===== config.mk =====
export PLATFORM = sky130hd
export DESIGN_NAME = ile_cell
export DESIGN_NICKNAME = d
export VERILOG_FILES = /design/src/rtl/ile_pkg.sv /design/src/rtl/ile_cell.sv
export SDC_FILE = /design/constraint.sdc
export NUM_CORES = 1
export LEC_CHECK = 0
export ABC_AREA = 1
export BUFFER_PORTS_ARGS = -buffer_cell sky130_fd_sc_hd__buf_2
export CAP_MARGIN = 20
export CELL_PAD_IN_SITES_DETAIL_PLACEMENT = 0
export CELL_PAD_IN_SITES_GLOBAL_PLACEMENT = 2
export CORE_ASPECT_RATIO = 1.5
export CORE_MARGIN = 2
export CORE_UTILIZATION = 22
export DETAILED_ROUTE_END_ITERATION = 12
export GPL_ROUTABILITY_DRIVEN = 0
export HOLD_SLACK_MARGIN = 0.1
export PLACE_DENSITY = 0.86
export SLEW_MARGIN = 40
export SYNTH_ARGS = -nofsm -noshare
export SYNTH_HDL_FRONTEND = slang
export SYNTH_SLANG_ARGS = --single-unit

===== constraint.sdc =====
create_clock -name clk_i -period 5.35 [get_ports clk_i]
set_input_delay 1.07 -clock clk_i [delete_from_list [all_inputs] [get_ports clk_i]]
set_output_delay 1.07 -clock clk_i [all_outputs]
set_load 0.05 [all_outputs]

===== src/rtl/ile_pkg.sv =====
// Shared types and constants for the indexed list engine.
// No dependencies; used by ile_cell and indexed_list_engine.
`default_nettype none

package ile_pkg;

  localparam int unsigned CAPACITY  = 64;
  localparam int unsigned VAL_W     = 32;
  localparam int unsigned IDX_W     = 6;
  localparam int unsigned ACT_W     = 3;
  localparam int unsigned ST_W      = 2;
  localparam int unsigned CNT_OUT_W = 7;
  // fill counter holds 0..CAPACITY
  localparam int unsigned CNT_W     = $clog2(CAPACITY + 1);
  // common width for position / index / fill compares
  localparam int unsigned CMP_W     = (CNT_W > IDX_W) ? CNT_W : IDX_W;

  typedef enum logic [ACT_W-1:0] {
    ACT_APPEND    = 3'd0,
    ACT_INSERT    = 3'd1,
    ACT_REMOVE    = 3'd2,
    ACT_READ      = 3'd3,
    ACT_OVERWRITE = 3'd4,
    ACT_FIND      = 3'd5
  } act_e;

  typedef enum logic [ST_W-1:0] {
    ST_OK       = 2'd0,
    ST_RANGE    = 2'd1,
    ST_FULL     = 2'd2,
    ST_NOTFOUND = 2'd3
  } status_e;

  typedef enum logic [1:0] {
    S_IDLE,
    S_EXEC,
    S_DONE
  } fsm_e;

  typedef enum logic [2:0] {
    CELL_HOLD,
    CELL_APPEND,
    CELL_INSERT,
    CELL_REMOVE,
    CELL_WRITE
  } cell_op_e;

  typedef struct packed {
    logic [ACT_W-1:0]        action;
    logic signed [VAL_W-1:0] value;
    logic [IDX_W-1:0]        index;
  } cmd_t;

  typedef struct packed {
    logic [ST_W-1:0]         status;
    logic signed [VAL_W-1:0] read_value;
    logic [IDX_W-1:0]        found_index;
    logic [CNT_OUT_W-1:0]    count;
    logic                    is_empty;
  } res_t;

  // broadcast to every cell of the chain
  typedef struct packed {
    cell_op_e         op;
    logic [CMP_W-1:0] idx;
    logic [CMP_W-1:0] fill;
    logic [VAL_W-1:0] value;
  } cell_ctl_t;

endpackage

`default_nettype wire


===== src/rtl/ile_cell.sv =====
// One storage cell of the list chain: holds one entry, shifts with its neighbours.
// Depends on ile_pkg.
`default_nettype none

module ile_cell (
  input  logic                      clk_i,
  input  logic [ile_pkg::CMP_W-1:0] pos_i,
  input  ile_pkg::cell_ctl_t        ctl_i,
  input  logic [ile_pkg::VAL_W-1:0] lower_i,
  input  logic [ile_pkg::VAL_W-1:0] upper_i,
  output logic [ile_pkg::VAL_W-1:0] data_o,
  output logic                      match_o,
  output logic [ile_pkg::VAL_W-1:0] rd_o
);

  logic [ile_pkg::VAL_W-1:0] data_q, data_d;
  logic                      at_idx;
  logic                      live;

  assign at_idx = (pos_i == ctl_i.idx);
  assign live   = (pos_i < ctl_i.fill);

  always_comb begin
    data_d = data_q;
    case (ctl_i.op)
      ile_pkg::CELL_APPEND: begin
        if (pos_i == ctl_i.fill) data_d = ctl_i.value;
      end
      ile_pkg::CELL_INSERT: begin
        if (at_idx) begin
          data_d = ctl_i.value;
        end else if ((pos_i > ctl_i.idx) && (pos_i <= ctl_i.fill)) begin
          data_d = lower_i;
        end
      end
      ile_pkg::CELL_REMOVE: begin
        if ((pos_i >= ctl_i.idx) && ((pos_i + 1'b1) < ctl_i.fill)) data_d = upper_i;
      end
      ile_pkg::CELL_WRITE: begin
        if (at_idx) data_d = ctl_i.value;
      end
      default: begin
        data_d = data_q;
      end
    endcase
  end

  always_ff @(posedge clk_i) begin
    data_q <= data_d;
  end

  assign data_o  = data_q;
  assign match_o = live && (data_q == ctl_i.value);
  assign rd_o    = at_idx ? data_q : '0;

endmodule

`default_nettype wire


==> summary.md <==
| Metric | Value |
|---|---|
| Seq pwr share | `33.5%` |
| Per-cell routed wire length | `between 10 and 15 um` |
| Iter 0 DRT Violations | `146` |
| Tcrit/Tclk final | `77.5%` |
| Arrival @ worst endpoint | `3.07 ns` |
| Core Box Area | `14,500 um^2` |
| Seq/Total Area, Yosys | `29.6%` |
| Minimum clock period | `4.14 ns` |
| Fin. Hold Viols | `0` |
| Clock root buffer | `clkbuf_16` |
| Initial Util | `22.4%` |
| Setup crit end kind | `output pin` |
| Worst slack, placed | `~1.2 ns` |
| WL final | `roughly 12,000 um` |
| Hold crit path type | `input pin to flop` |
| Worst ir drop on vdd | `just under 0.1 mV` |
| Synth top area cells | `edfxtp_1, nand2_1, nor2_1` |
| Clk slew on worst S/H paths | `0.06 ns` |
| Clk buf depth | `2` |
| Slew Limit Fails | `0` |
| Area grow syn2layout | `38.8%` |
| Mapped Area | `3250 um^2` |
| Vias | `around 3,600` |
| Clock sink count | `32` |
| Layout cells sized above 1 | `33.4%` |
| Switching pwr | `0.000343 W` |
| Avg Cell Area, Syn | `just over 7 um^2` |
| Largest net degree at the start of global routing | `35` |
| Die area | `around 16,000 um^2` |
| Post-CTS setup buffer count | `0` |
| First-pass GRT wire length | `18,200 um` |
| Row cnt | `54` |
| Initial antenna violation count | `1` |
| Critical Path RT | `roughly 4.3 ns` |
| RSZ-0062 raised after global routing | `no` |
| Die X | `103 um` |
| Setup TNS Final | `0 ns` |
| Pre-Repair DR Iteration Count | `4` |
| Status | `completed` |
| Crit Path Class | `input pin to output pin` |
| Clock power frac | `about a third` |
| Pwr dens | `~220 nW/um^2` |
| Final setup viols | `0` |
| Startpoint Class | `input pin` |
| Hold_ws | `~1.1 ns` |
| Syn_nets | `~600` |
| Static Leakage | `between 2 and 2.5 nW` |
| Max cap viols | `0` |
| Top cell type's share of synthesized area | `between 20% and 30%` |
| I/O Buffers | `185` |
| Yosys warns | `0` |
| Number of flip-flops under the largest register name | `32` |
| All-Layer GR Usage | `between 10% and 20%` |
| Slew margin rel. | `45.7%` |
| Hpwl dp | `9410 um` |
| Chip height | `153 um` |
| Internal | `0.000633 W` |
| Worst Path Max Fanout | `34` |
| Logic gate share of total power | `32.3%` |
| Vias per std cell | `4.28` |
| DRC violations left | `0` |
| Netlist cell types | `23` |
| Number of I/O pins | `186` |
| Register bit total from synthesis | `32` |
| Post-Synthesis Cells | `459` |
| Max Freq | `241 MHz` |
| Yosys top cell by area | `edfxtp_1` |
| Post-CTS Hold Fix Bufs | `0` |
| Slew @ Worst Pin | `0.813 ns` |
| Switching share of power | `35.1%` |
| CTS tree | `built` |
| Layout Nets | `779` |
| Final core utilization | `31.1%` |
| Num CTS Buffers | `5` |
| DRT antenna net count | `0` |
| H-tree Lvls | `2` |
| Final setup margin | `between 1 and 1.5 ns` |
| Grt total ovfl | `0` |
| Via count of the first global-routing pass | `3,549` |
| # resized after CTS | `0` |
## worst max-delay path, stage by stage
cell     delay (ns)
buf_2          0.14
ha_1           0.32
nand2_1        0.06
nor2_1         0.15
nand2_2        0.44
buf_4          0.45
nor2_1         0.13
buf_2          0.27
## cell type report
class	instances	area, um^2
fill	1571	10000
clock buffer	5	125
multi-input combinational	343	1910
sequential	32	961
inverter	65	244
clock inverter	3	42.5
timing repair buffer	189	976
tap	196	245
antenna	1	2.50
## worst paths after layout
path | startpoint | endpoint | cells past startpoint
hold / removal | upper_i[25] | data_o[25] | 3
setup / recovery | pos_i[2] | rd_o[25] | 8
## power by group through the flow
stage	Combinational (W)	Sequential, W	Clock [W]
finish	0.000316	0.000327	0.000334
global route	0.000350	0.000330	0.000355
CTS	0.000321	0.000327	0.000347
detailed placement	0.000319	0.000332	0
global placement	0.000314	0.000331	0
floorplan	0.000128	0.000402	0
## layer usage
metal | GRT usage [%] | part of all wire, % | vias up
met3 | 2.15 | 5.4 | 12
met2 | 27.6 | 51 | 130
li1 | - | - | 1832
met1 | 17.0 | 42 | 1594
met5 | 0 | 0 | -
met4 | 4.76 | 1.9 | 0
## cells in the mapped netlist
| cell | number |
|---|---|
| a21oi_1 | 8 |
| buf_2 | 5 |
| buf_6 | 9 |
| clkbuf_1 | 4 |
| clkbuf_2 | 1 |
| edfxtp_1 | 32 |
| ha_1 | 22 |
| inv_1 | 63 |
| inv_2 | 2 |
| nand2_1 | 110 |
| nand2_2 | 1 |
| nand3_1 | 7 |
| nand3b_1 | 4 |
| nand4_1 | 4 |
| nor2_1 | 76 |
| nor2_2 | 10 |
| nor2_4 | 1 |
| nor3_1 | 1 |
| o211ai_1 | 32 |
| o21ai_0 | 26 |
| o21ai_1 | 5 |
| xnor2_1 | 13 |
| xor2_1 | 23 |
## through the flow
stage               power [W]  instances  area [um^2]
floorplan            0.000530        459         3250
global placement     0.000645        824         4310
detailed placement   0.000651        825         4340
CTS                  0.000995        833         4510
global route          0.00103        833         4510
finish               0.000976        834         4510
## cells in the final DEF, fill, tap and decap left out, types with 2 or more instances in the layout
cell type,count
nor2_2,9
inv_1,63
nand3b_1,4
clkbuf_16,5
buf_4,3
xnor2_1,13
o211ai_1,32
nand4_1,4
xor2_1,23
nand3_1,7
o21ai_1,5
edfxtp_1,32
nand2_2,2
nor2_4,3
o21ai_0,26
nand2_1,109
a21oi_1,8
inv_2,2
buf_2,185
nor2_1,75
ha_1,22
## logic make-up (layout without fill, tap and decap cells)
kind of cell / Yosys count / after routing / share of synthesized area [%]
fa+ha+maj: 22 / 22 / 8.47
other cells: 0 / 1 / 0
simple gates: 214 / 214 / 26.9
buf+inv: 84 / 262 / 12.0
flops: 32 / 32 / 29.6
compound gates: 71 / 71 / 13.4
xor+xnor: 36 / 36 / 9.70
(Power assumes the default switching activity.)
